--- config.mk ---
export PLATFORM = sky130hd
export DESIGN_NAME = hbridge_timed_command_queue_top
export DESIGN_NICKNAME = d
export VERILOG_FILES = /design/src/hbtcq_pkg.sv /design/src/hbtcq_cell.sv /design/src/hbridge_timed_command_queue_top.sv
export VERILOG_INCLUDE_DIRS = /design/src /design/src/src
export SDC_FILE = /design/constraint.sdc
export NUM_CORES = 1
export LEC_CHECK = 0
export BUFFER_PORTS_ARGS = -buffer_cell sky130_fd_sc_hd__buf_2
export CAP_MARGIN = 20
export CORE_ASPECT_RATIO = 0.8
export CORE_MARGIN = 2
export CORE_UTILIZATION = 55
export CTS_CLUSTER_SIZE = 28
export DETAILED_ROUTE_END_ITERATION = 10
export GPL_ROUTABILITY_DRIVEN = 1
export GPL_TIMING_DRIVEN = 0
export PLACE_DENSITY = 0.72
export SLEW_MARGIN = 5
export SYNTH_ARGS = -nofsm -noshare
export SYNTH_HDL_FRONTEND = slang
export SYNTH_SLANG_ARGS = --single-unit
--- constraint.sdc ---
create_clock -name clk -period 7.68 [get_ports clk]
set_input_delay 0.768 -clock clk [delete_from_list [all_inputs] [get_ports clk]]
set_output_delay 0.768 -clock clk [all_outputs]
set_load 0.01 [all_outputs]
--- src/hbridge_timed_command_queue_top_macros.svh ---
// Assertion macros shared by the H-bridge command queue RTL.
`ifndef HBRIDGE_TIMED_COMMAND_QUEUE_TOP_MACROS_SVH
`define HBRIDGE_TIMED_COMMAND_QUEUE_TOP_MACROS_SVH

// Same-cycle implication, checked on every rising clock edge outside reset
`define HBTCQ_ASSERT_NOW(label, ante, cons) \
  label: assert property (@(posedge clk) disable iff (rst) (ante) |-> (cons)) \
    else $error("hbtcq same-cycle check failed");

// Next-cycle implication, checked on every rising clock edge outside reset
`define HBTCQ_ASSERT_NEXT(label, ante, cons) \
  label: assert property (@(posedge clk) disable iff (rst) (ante) |=> (cons)) \
    else $error("hbtcq next-cycle check failed");

`endif

--- src/hbtcq_pkg.sv ---
// Shared constants and types for the H-bridge timed command queue.
package hbtcq_pkg;

  // queue geometry
  localparam int QUEUE_SLOTS = 4;

  // field widths
  localparam int KIND_W   = 2;
  localparam int STATE_W  = 2;
  localparam int LENGTH_W = 16;
  localparam int TIME_W   = 32;
  localparam int LED_W    = 8;
  localparam int MODE_W   = 2;
  localparam int CFG_INDEX_W = 1;
  localparam int CFG_DATA_W  = 8;

  // fixed pulse length of push / unpush entries
  localparam logic [LENGTH_W-1:0] PUSH_PULSE_MS = 16'd50;

  // item kinds
  localparam logic [KIND_W-1:0] KIND_TICK   = 2'd0;
  localparam logic [KIND_W-1:0] KIND_SET    = 2'd1;
  localparam logic [KIND_W-1:0] KIND_PUSH   = 2'd2;
  localparam logic [KIND_W-1:0] KIND_UNPUSH = 2'd3;

  // bridge states
  localparam logic [STATE_W-1:0] BR_OFF     = 2'd0;
  localparam logic [STATE_W-1:0] BR_LEFT    = 2'd1;
  localparam logic [STATE_W-1:0] BR_RIGHT   = 2'd2;
  localparam logic [STATE_W-1:0] BR_INVALID = 2'd3;

  // indicator modes
  localparam logic [MODE_W-1:0] LED_NONE   = 2'd0;
  localparam logic [MODE_W-1:0] LED_BINARY = 2'd1;
  localparam logic [MODE_W-1:0] LED_PWM    = 2'd2;

  // register indexes
  localparam logic [CFG_INDEX_W-1:0] REG_LED_MODE       = 1'd0;
  localparam logic [CFG_INDEX_W-1:0] REG_LED_BRIGHTNESS = 1'd1;

  // broadcast control from the sequencer to every cell
  typedef struct packed {
    logic                enq;
    logic                fire;
    logic [STATE_W-1:0]  wr_state;
    logic [LENGTH_W-1:0] wr_length;
    logic [TIME_W-1:0]   wr_start;
    logic [TIME_W-1:0]   now;
  } cell_ctrl_t;

  // word handed from one cell to the next
  typedef struct packed {
    logic                free_seen;
    logic                due_seen;
    logic [STATE_W-1:0]  due_state;
    logic [LENGTH_W-1:0] due_length;
  } cell_link_t;

endpackage

--- src/hbtcq_cell.sv ---
// One queue slot: holds a timed command and takes part in the free and due chains.
module hbtcq_cell (
  input  logic                   clk,
  input  logic                   rst,
  input  hbtcq_pkg::cell_ctrl_t  ctrl,
  input  hbtcq_pkg::cell_link_t  link_in,
  output hbtcq_pkg::cell_link_t  link_out,
  output logic                   claim
);

  logic                          busy;
  logic [hbtcq_pkg::STATE_W-1:0] slot_state;
  logic [hbtcq_pkg::LENGTH_W-1:0] slot_length;
  logic [hbtcq_pkg::TIME_W-1:0]  slot_start;
  logic                          due;
  logic                          fire_here;

  // this slot is due when it holds a command whose start has come
  assign due       = busy && (slot_start <= ctrl.now);
  assign claim     = ctrl.enq && !busy && !link_in.free_seen;
  assign fire_here = ctrl.fire && due && !link_in.due_seen;

  // pass the chain on: the first free and the first due slot win
  always_comb begin
    link_out.free_seen  = link_in.free_seen || !busy;
    link_out.due_seen   = link_in.due_seen || due;
    link_out.due_state  = fire_here ? slot_state  : link_in.due_state;
    link_out.due_length = fire_here ? slot_length : link_in.due_length;
  end

  // busy flag
  always_ff @(posedge clk) begin
    if (rst) begin
      busy <= 1'b0;
    end else if (claim) begin
      busy <= 1'b1;
    end else if (fire_here) begin
      busy <= 1'b0;
    end
  end

  // slot payload, written on claim only
  always_ff @(posedge clk) begin
    if (claim) begin
      slot_state  <= ctrl.wr_state;
      slot_length <= ctrl.wr_length;
      slot_start  <= ctrl.wr_start;
    end
  end

endmodule

--- src/hbridge_timed_command_queue_top.sv ---
// Top level: item sequencer, bridge and indicator state, and the row of queue cells.
// Path: a tick or a set runs S_TICK or S_ENQ1, then S_LOAD; a push or unpush runs S_ENQ1,
// S_ENQ2, then S_LOAD, which holds while the result waits for m_tready.
// Throughput: the sequencer handles one item at a time, taking the next only in S_IDLE,
// and a push writes its two entries through the cell row on consecutive cycles.
// Reset (rst, synchronous): counter, revert time, bridge state, indicator, registers
// and all slot busy flags clear together; no clearing pass.
module hbridge_timed_command_queue_top (
  input  logic        clk,
  input  logic        rst,
  // input stream
  input  logic        s_tvalid,
  output logic        s_tready,
  input  logic [39:0] s_tdata,  // target_state[1:0], pulse_length[17:2], push_delay[33:18]
  input  logic [1:0]  s_tuser,  // kind[1:0]
  // result stream
  output logic        m_tvalid,
  input  logic        m_tready,
  output logic [15:0] m_tdata,  // pin_a[0], pin_b[1], led_level[9:2], bridge_state[11:10],
                                // state_changed[12], accepted[13]
  // configuration
  input  logic                                cfg_we,
  input  logic [hbtcq_pkg::CFG_INDEX_W-1:0]   cfg_index,
  input  logic [hbtcq_pkg::CFG_DATA_W-1:0]    cfg_data
);

  typedef enum logic [2:0] {
    S_IDLE,
    S_ENQ1,
    S_ENQ2,
    S_TICK,
    S_LOAD
  } seq_state_t;

  seq_state_t state;

  // latched item
  logic [hbtcq_pkg::KIND_W-1:0]   kind;
  logic [hbtcq_pkg::STATE_W-1:0]  target_state;
  logic [hbtcq_pkg::LENGTH_W-1:0] pulse_length;
  logic [hbtcq_pkg::LENGTH_W-1:0] push_delay;

  // block state
  logic [hbtcq_pkg::TIME_W-1:0]  now_ms;
  logic [hbtcq_pkg::TIME_W-1:0]  revert_time;
  logic [hbtcq_pkg::STATE_W-1:0] current_state;
  logic [hbtcq_pkg::LED_W-1:0]   led_register;
  logic [hbtcq_pkg::MODE_W-1:0]  led_mode;
  logic [hbtcq_pkg::LED_W-1:0]   led_brightness;
  logic                          state_changed;
  logic                          accepted;

  // cell row
  hbtcq_pkg::cell_ctrl_t ctrl;
  hbtcq_pkg::cell_link_t link [hbtcq_pkg::QUEUE_SLOTS+1];
  logic [hbtcq_pkg::QUEUE_SLOTS-1:0] claim;

  logic                          set_ok;
  logic                          revert_hit;
  logic                          out_free;
  logic [hbtcq_pkg::STATE_W-1:0] apply_st;
  logic                          apply_en;
  logic [hbtcq_pkg::LED_W-1:0]   led_register_next;

  assign s_tready   = (state == S_IDLE);
  assign out_free   = !m_tvalid || m_tready;
  assign set_ok     = (target_state != hbtcq_pkg::BR_INVALID);
  assign revert_hit = (revert_time != '0) && (now_ms > revert_time);

  // control broadcast to the cells
  always_comb begin
    ctrl.enq       = 1'b0;
    ctrl.fire      = (state == S_TICK) && !revert_hit;
    ctrl.wr_state  = hbtcq_pkg::BR_RIGHT;
    ctrl.wr_length = hbtcq_pkg::PUSH_PULSE_MS;
    ctrl.wr_start  = now_ms + hbtcq_pkg::TIME_W'(1);
    ctrl.now       = now_ms;
    case (state)
      S_ENQ1: begin
        if (kind == hbtcq_pkg::KIND_SET) begin
          ctrl.enq       = set_ok;
          ctrl.wr_state  = target_state;
          ctrl.wr_length = pulse_length;
        end else begin
          ctrl.enq      = 1'b1;
          ctrl.wr_state = (kind == hbtcq_pkg::KIND_PUSH) ? hbtcq_pkg::BR_RIGHT
                                                         : hbtcq_pkg::BR_LEFT;
        end
      end
      S_ENQ2: begin
        ctrl.enq      = 1'b1;
        ctrl.wr_state = (kind == hbtcq_pkg::KIND_PUSH) ? hbtcq_pkg::BR_LEFT
                                                       : hbtcq_pkg::BR_RIGHT;
        ctrl.wr_start = now_ms + {{(hbtcq_pkg::TIME_W-hbtcq_pkg::LENGTH_W){1'b0}}, push_delay}
                        + hbtcq_pkg::TIME_W'(1);
      end
      default: begin
      end
    endcase
  end

  assign link[0] = '0;

  // row of slot cells
  for (genvar i = 0; i < hbtcq_pkg::QUEUE_SLOTS; i++) begin : g_cell
    hbtcq_cell u_cell (
      .clk      (clk),
      .rst      (rst),
      .ctrl     (ctrl),
      .link_in  (link[i]),
      .link_out (link[i+1]),
      .claim    (claim[i])
    );
  end

  // state application on a tick
  always_comb begin
    apply_en = 1'b0;
    apply_st = hbtcq_pkg::BR_OFF;
    if (state == S_TICK) begin
      if (revert_hit) begin
        apply_en = 1'b1;
      end else if (link[hbtcq_pkg::QUEUE_SLOTS].due_seen) begin
        apply_en = 1'b1;
        apply_st = link[hbtcq_pkg::QUEUE_SLOTS].due_state;
      end
    end
  end

  // indicator update for the applied state
  always_comb begin
    led_register_next = led_register;
    if (apply_st == hbtcq_pkg::BR_LEFT) begin
      if (led_mode == hbtcq_pkg::LED_BINARY || led_mode == hbtcq_pkg::LED_PWM) begin
        led_register_next = '0;
      end
    end else if (apply_st == hbtcq_pkg::BR_RIGHT) begin
      if (led_mode == hbtcq_pkg::LED_BINARY) begin
        led_register_next = hbtcq_pkg::LED_W'(1);
      end else if (led_mode == hbtcq_pkg::LED_PWM) begin
        led_register_next = led_brightness;
      end
    end
  end

  // configuration registers
  always_ff @(posedge clk) begin
    if (rst) begin
      led_mode       <= hbtcq_pkg::LED_NONE;
      led_brightness <= '0;
    end else if (cfg_we) begin
      case (cfg_index)
        hbtcq_pkg::REG_LED_MODE:       led_mode <= cfg_data[hbtcq_pkg::MODE_W-1:0];
        hbtcq_pkg::REG_LED_BRIGHTNESS: led_brightness <= cfg_data;
        default: begin
        end
      endcase
    end
  end

  // input word latch
  always_ff @(posedge clk) begin
    if (s_tvalid && s_tready) begin
      kind         <= s_tuser;
      target_state <= s_tdata[1:0];
      pulse_length <= s_tdata[17:2];
      push_delay   <= s_tdata[33:18];
    end
  end

  // sequencer, block state and output register
  always_ff @(posedge clk) begin
    if (rst) begin
      state         <= S_IDLE;
      now_ms        <= '0;
      revert_time   <= '0;
      current_state <= hbtcq_pkg::BR_OFF;
      led_register  <= '0;
      state_changed <= 1'b0;
      accepted      <= 1'b0;
      m_tvalid      <= 1'b0;
      m_tdata       <= '0;
    end else begin
      // result word taken; S_LOAD reloads it in the same cycle instead
      if (m_tvalid && m_tready && state != S_LOAD) begin
        m_tvalid <= 1'b0;
      end
      case (state)
        S_IDLE: begin
          if (s_tvalid) begin
            state_changed <= 1'b0;
            accepted      <= 1'b0;
            if (s_tuser == hbtcq_pkg::KIND_TICK) begin
              now_ms <= now_ms + hbtcq_pkg::TIME_W'(1);
              state  <= S_TICK;
            end else begin
              state <= S_ENQ1;
            end
          end
        end
        S_ENQ1: begin
          accepted <= ctrl.enq && !link[hbtcq_pkg::QUEUE_SLOTS].free_seen ? 1'b0 :
                      ctrl.enq;
          state    <= (kind == hbtcq_pkg::KIND_SET) ? S_LOAD : S_ENQ2;
        end
        S_ENQ2: begin
          accepted <= accepted && link[hbtcq_pkg::QUEUE_SLOTS].free_seen;
          state    <= S_LOAD;
        end
        S_TICK: begin
          if (revert_hit) begin
            revert_time <= '0;
          end else if (link[hbtcq_pkg::QUEUE_SLOTS].due_seen &&
                       link[hbtcq_pkg::QUEUE_SLOTS].due_length != '0) begin
            revert_time <= now_ms + {{(hbtcq_pkg::TIME_W-hbtcq_pkg::LENGTH_W){1'b0}},
                                     link[hbtcq_pkg::QUEUE_SLOTS].due_length};
          end
          if (apply_en) begin
            current_state <= apply_st;
            led_register  <= led_register_next;
            state_changed <= 1'b1;
          end
          state <= S_LOAD;
        end
        S_LOAD: begin
          if (out_free) begin
            m_tvalid      <= 1'b1;
            m_tdata[0]    <= (current_state == hbtcq_pkg::BR_RIGHT);
            m_tdata[1]    <= (current_state == hbtcq_pkg::BR_LEFT);
            m_tdata[9:2]  <= led_register;
            m_tdata[11:10] <= current_state;
            m_tdata[12]   <= state_changed;
            m_tdata[13]   <= accepted;
            m_tdata[15:14] <= '0;
            state         <= S_IDLE;
          end
        end
        default: begin
          state <= S_IDLE;
        end
      endcase
    end
  end

  // checks
  `include "hbridge_timed_command_queue_top_macros.svh"

  `HBTCQ_ASSERT_NOW(a_one_claim, 1'b1, $onehot0(claim))
  `HBTCQ_ASSERT_NOW(a_no_enq_and_fire, ctrl.enq, !ctrl.fire)
  `HBTCQ_ASSERT_NOW(a_state_valid, 1'b1, current_state != hbtcq_pkg::BR_INVALID)
  `HBTCQ_ASSERT_NEXT(a_accept_leaves_idle, s_tvalid && s_tready, state != S_IDLE)

endmodule
Word level (Yosys, flattened, before mapping):

Cells that the tools add are included.

* add/subtract/negate cells: 4
* $lt $le $gt $ge: 5
* eq/ne operators: 18
* multiplexer cells: 51
* bitwise operators: 1
* reduce and logical (&&, ||, !) cells: 70

Operator list (number)
* $le A32 B32 Y1: 4
* $mux W16: 6
* $mux W32: 3
* $add A32 B1 Y32 const B: 2
* $add A32 B16 Y32: 2
* $mux W8: 5
* $gt A32 B32 Y1: 1
* $reduce_bool A32 Y1: 1
* $logic_and A1 B1 Y1: 26
* $mux W2: 11
* $mux W1: 18
* $reduce_bool A16 Y1: 1
* $reduce_and A2 Y1: 7
* $reduce_bool A2 Y1: 7
* $logic_not A1 Y1: 12
* $pmux W3 S4: 1
* $mux W3: 3
* $eq A2 B1 Y1 const B: 4
* $eq A2 B2 Y1 const B: 4
* $logic_or A1 B1 Y1: 8
* $ne A2 B2 Y1 const B: 4
* $eq A3 B2 Y1 const B: 2
* $reduce_and A3 Y1: 2
* $reduce_bool A3 Y1: 2
* 12 further kinds: 13

* register bits: 344
* bits of input ports: 56
* output and inout bits: 18
* word-level logic and storage cells: 180

Depth between registers and ports, before layout:

* depth after elaboration: 15
* mapped depth: 27
* gate-level depth less buffers: 24

Cells and area by module:

Synthesis repeated with hierarchy kept, for this count alone.

* cell total of the unflattened synthesis: 1744
* area total of the unflattened synthesis: 19148.4 um2

Modules (own cells, without submodules)
* hbtcq_cell: instances 4, cells each 196, area an instance 2675.1 um2, sequential area each 1521.5 um2
* hbridge_timed_command_queue_top: instances 1, cells each 960, area an instance 8448.1 um2, sequential area each 3163.0 um2

Worst setup path after synthesis:

Ideal clock, no wire load.

* path type: reg2reg
* start point: register now_ms[23] (netlist name)
* end point: register revert_time[28] (netlist name)
* setup time: 0.070 ns
* data arrival time: 5.659 ns
* required time: 7.610 ns
* slack: 1.951 ns
* cell stages (with the launch flop): 27
* buffers on the path: 3
* period minus slack after synthesis: 5.729 ns
* path through: dfxtp_1 > clkbuf_1 > inv_1 > ha_1 > nand4_1 > nor4_1 > nand3_1 > o211ai_1 > o221a_1 > buf_2 > nor4b_4 > buf_2 > a221o_1 > ha_1 > inv_1 > fa_1 > o21ai_0 > a31oi_1 > o21ai_0 > a31oi_1 > or4_1 > a41o_1 > nor2_1 > nand2_1 > xnor2_1 > nand4_1 > a21oi_1

* word-level cells in the longest chain between the ends: 13
* elaborated cells on any way between the ends: 36
* those cells by class: 1 x add/sub; 5 x order compare; 6 x mux; 24 x reduce/logical

RTL lines
* from (decl): RTL line hbridge_timed_command_queue_top.sv:44 `logic [hbtcq_pkg::TIME_W-1:0] now_ms;`
* from (signal assigned): RTL line hbridge_timed_command_queue_top.sv:194 `now_ms <= now_ms + hbtcq_pkg::TIME_W'(1);`
* parallel branches: the longest is 13 deep, another holds $gt A32 B32 Y1
* to (signal assigned): RTL line hbridge_timed_command_queue_top.sv:215 `revert_time <= now_ms + {{(hbtcq_pkg::TIME_W-hbtcq_pkg::LENGTH_W){1'b0}},`
* to (decl): RTL line hbridge_timed_command_queue_top.sv:45 `logic [hbtcq_pkg::TIME_W-1:0] revert_time;`

Several ways; the timed one is not identified. The select of a mux whose other input is x is not followed.
A chain may end at the register's enable or synchronous reset.

Worst setup path in the final report:

* start point: register now_ms[22] (netlist name)
* end point: register revert_time[28] (netlist name)

Same word-level chain as after synthesis.

==> reports/qor.yml <==
num_vias: 13562
max-slew-margin-rel: 0.317
syn_inst: 1665
place_area_um2: 19400
path_max_fanout: 10
seq_power_share: 0.505
first_global_vias: 13478
avgSynthCellArea_um2: 11.0
start_kind: "flip-flop"
period_share: 0.948
synth_seq_cells: 344
port_buffers: 62
drv_slew: 0
switching_share: 0.227
cts_tree: "yes"
num_rows: 59
antenna_found_initial: 0
dieArea_um2: 34800
vdd_drop_max_mv: 0.203
diodes: 0
holdPathEnd: "pulse_length[1]$_DFFE_PP_"
dr.pass1.iters: 5
crit_start: "now_ms[22]$_SDFFE_PP0P_"
rsz0062_at_grt: "false"
final_cell_mix: "edfxtp_1, ha_1, nand2_1, a21oi_1, nor2_1"
drt-initial-drc-count: 1006
crit_type: "flip-flop to flip-flop"
max_freq_ghz: 0.137
synthArstFlopShare: 0
track_usage: 0.266
drive_above_1_share: 0.108
grt_pass1_wl_um: 72000
grt-ovfl-total: 0
finalSetupTns_ps: 0
fin_ws_ps: 396
finalWirelength_um: 45900
die_y_um: 167
critPathArrivalTime_ps: 7750
ys.flop_type: "edfxtp_1"
syn_area_um2: 18300
timing.rr.end: "revert_time[28]$_SDFFE_PP0P_"
ys_warn_count: 0
p_int_mw: 3.16
grt_max_degree: 40
fp.dieW_um: 208
cap_violations: 0
finalHoldViolCount: 0
final_area_um2: 20600
setup_viol: 0
cts-htree-levels: 2
end_kind: "flip-flop"
drcViolationCount: 0
yosysSeqAreaShare: 0.504
initial_core_util: 0.561
synth_edf_count: 236
gp_congestion: 0.934
root_buffer: "clkbuf_16"
finalClockSkew_ps: 17.1
crit_required_ps: 8150
comb_power_share: 0.055
detailedPlace.worstSlack_ps: 35.6
clkTransAtPathRegs_ps: 70
leakagePower_nw: 7.63
fin_crit_ps: 7280
hold_slack_ps: 399
num-fill-cells: 2587
hp-start: "s_tdata[3]"
status: "complete, no violations"
areaGrowthSynthToFinish_pct: 12.2
top_level_ports: 74
avgRoutedWirePerCell_um: 20.5
fin_nets: 2040
cts_buffers: 37
core_um2: 32700
final_util: 0.630
switchingPower_uw: 926
ff2ff_setup_slack_ps: 400
clk_latency_ps: 550
ys_types: 81
worstMarginPinSlew_ps: 1020
clock_path_buffers: 3
pwr-share-clk: 0.440
cts.sinks: 344
p_per_area_nw_per_um2: 198
holdPathStages: 1
final_common_cell: "edfxtp_1"
postRouteAntennaNets: 0
hold_path_class: "primary input to flip-flop"
hpwl_um: 34900
r2r_start: "now_ms[22]$_SDFFE_PP0P_"
r2r_cells: 26
viasPerCell: 6.06
[state kept, by name, indices dropped and copies added, names as in the netlist, 3 cells and up]
register                   cells
g_cell.u_cell.busy             4
g_cell.u_cell.slot_length     64
g_cell.u_cell.slot_start     128
g_cell.u_cell.slot_state       8
led_brightness                 8
led_register                   8
m_tdata                       14
now_ms                        32
pulse_length                  16
push_delay                    16
revert_time                   32
state                          3
[synthesized netlist by cell type, types with 17 or more instances]
cell type	number	area, um^2
a21oi_1	131	656
and3_1	33	206
clkbuf_1	31	116
dfxtp_1	108	2160
edfxtp_1	236	7090
ha_1	199	2490
inv_1	94	353
mux2i_1	17	170
nand2_1	132	495
nand3_1	59	295
nand4_1	51	319
nor2_1	122	458
nor3_1	23	115
nor4_1	22	138
o21ai_0	60	300
o2bb2ai_2	20	300
xnor2_1	86	753
[per-layer routing]
metal  vias to the layer above  part of all wire  global-route usage
met4                         0             0.031              0.0985
met5                         -                 0                   0
li1                       6435                 -                   -
met1                      6590              0.45               0.371
met3                        94             0.071              0.0396
met2                       443              0.45               0.423
[worst max-delay path, stage by stage (launching register included)]
cell and delay [ps]:
dfxtp_1 350, clkbuf_1 320, inv_1 310, ha_1 380
nand4_1 100, nor4_1 430, nand3_1 180, o211ai_1 140
o221a_1 350, buf_2 310, nor4b_4 340, buf_2 320
a221o_1 310, ha_1 200, inv_1 60, fa_1 390
o21ai_0 360, a31oi_1 190, o21ai_1 310, a31oi_1 150
or4_1 560, a41o_1 280, nor2_1 270, nand2_1 120
xnor2_1 200, nand4_1 120, a21oi_1 160
[power by group through the flow]
stage | registers, mW | logic [mW] | clock network, mW
2_1_floorplan | 2.10 | 0.145 | 0
3_3_place_gp | 2.11 | 0.209 | 0
3_5_place_dp | 2.10 | 0.224 | 0
4_1_cts | 2.06 | 0.226 | 1.82
5_1_grt | 2.07 | 0.252 | 1.89
6_report | 2.06 | 0.226 | 1.80
[logic make-up (layout without fill, tap and decap cells)]
family                   after synthesis  count (layout)  share of synthesized area
AO/OA/AOI/OAI                        344             344                      0.127
XOR/XNOR                             101             101                     0.0482
adder cells (fa/ha/maj)              201             201                      0.138
buffers and inverters                143             288                     0.0318
flip-flops                           344             344                      0.504
multiplexers                          18              18                    0.00989
other                                  1               2                   0.000204
AND/OR/NAND/NOR                      513             513                      0.140
[area by class of cell]
class / instances / area (um^2) / share of cell area
Timing Repair Buffer: 78 / 482 / 0.0234
Clock inverter: 18 / 178 / 0.00863
Tap cell: 427 / 534 / 0.0259
Clock buffer: 49 / 1020 / 0.0498
Buffer: 49 / 230 / 0.0112
Sequential cell: 344 / 9250 / 0.449
Inverter: 94 / 353 / 0.0171
Multi-Input combinational cell: 1179 / 8540 / 0.415
[worst max-delay path by stage]
stage                                                to  slack [ps]  cells after the start
2_1_floorplan              revert_time[28]$_SDFFE_PP0P_        1950                     26
5_1_grt                    revert_time[28]$_SDFFE_PP0P_          30                     26
3_3_place_gp   g_cell[1].u_cell.slot_start[6]$_DFFE_PP_       -1230                      5
6_report                   revert_time[28]$_SDFFE_PP0P_         400                     26
4_1_cts                    revert_time[28]$_SDFFE_PP0P_         230                     26
3_5_place_dp               revert_time[28]$_SDFFE_PP0P_          40                     26
[metrics by stage]
stage / total power [mW] / std cells
floorplan: 2.24 / 1666
global placement: 2.32 / 2155
detailed placement: 2.33 / 2170
CTS: 4.11 / 2238
global route: 4.21 / 2238
finish: 4.09 / 2238
[what timing repair did]
item / CTS / global route
hold buffers: 0 / 0
buffers inserted: 1 / 0
resized for setup: 0 / 2
endpoints found under the setup margin: 1 / 4
gates cloned: 0 / 0
No activity file was read; power rests on OpenSTA's default activity.
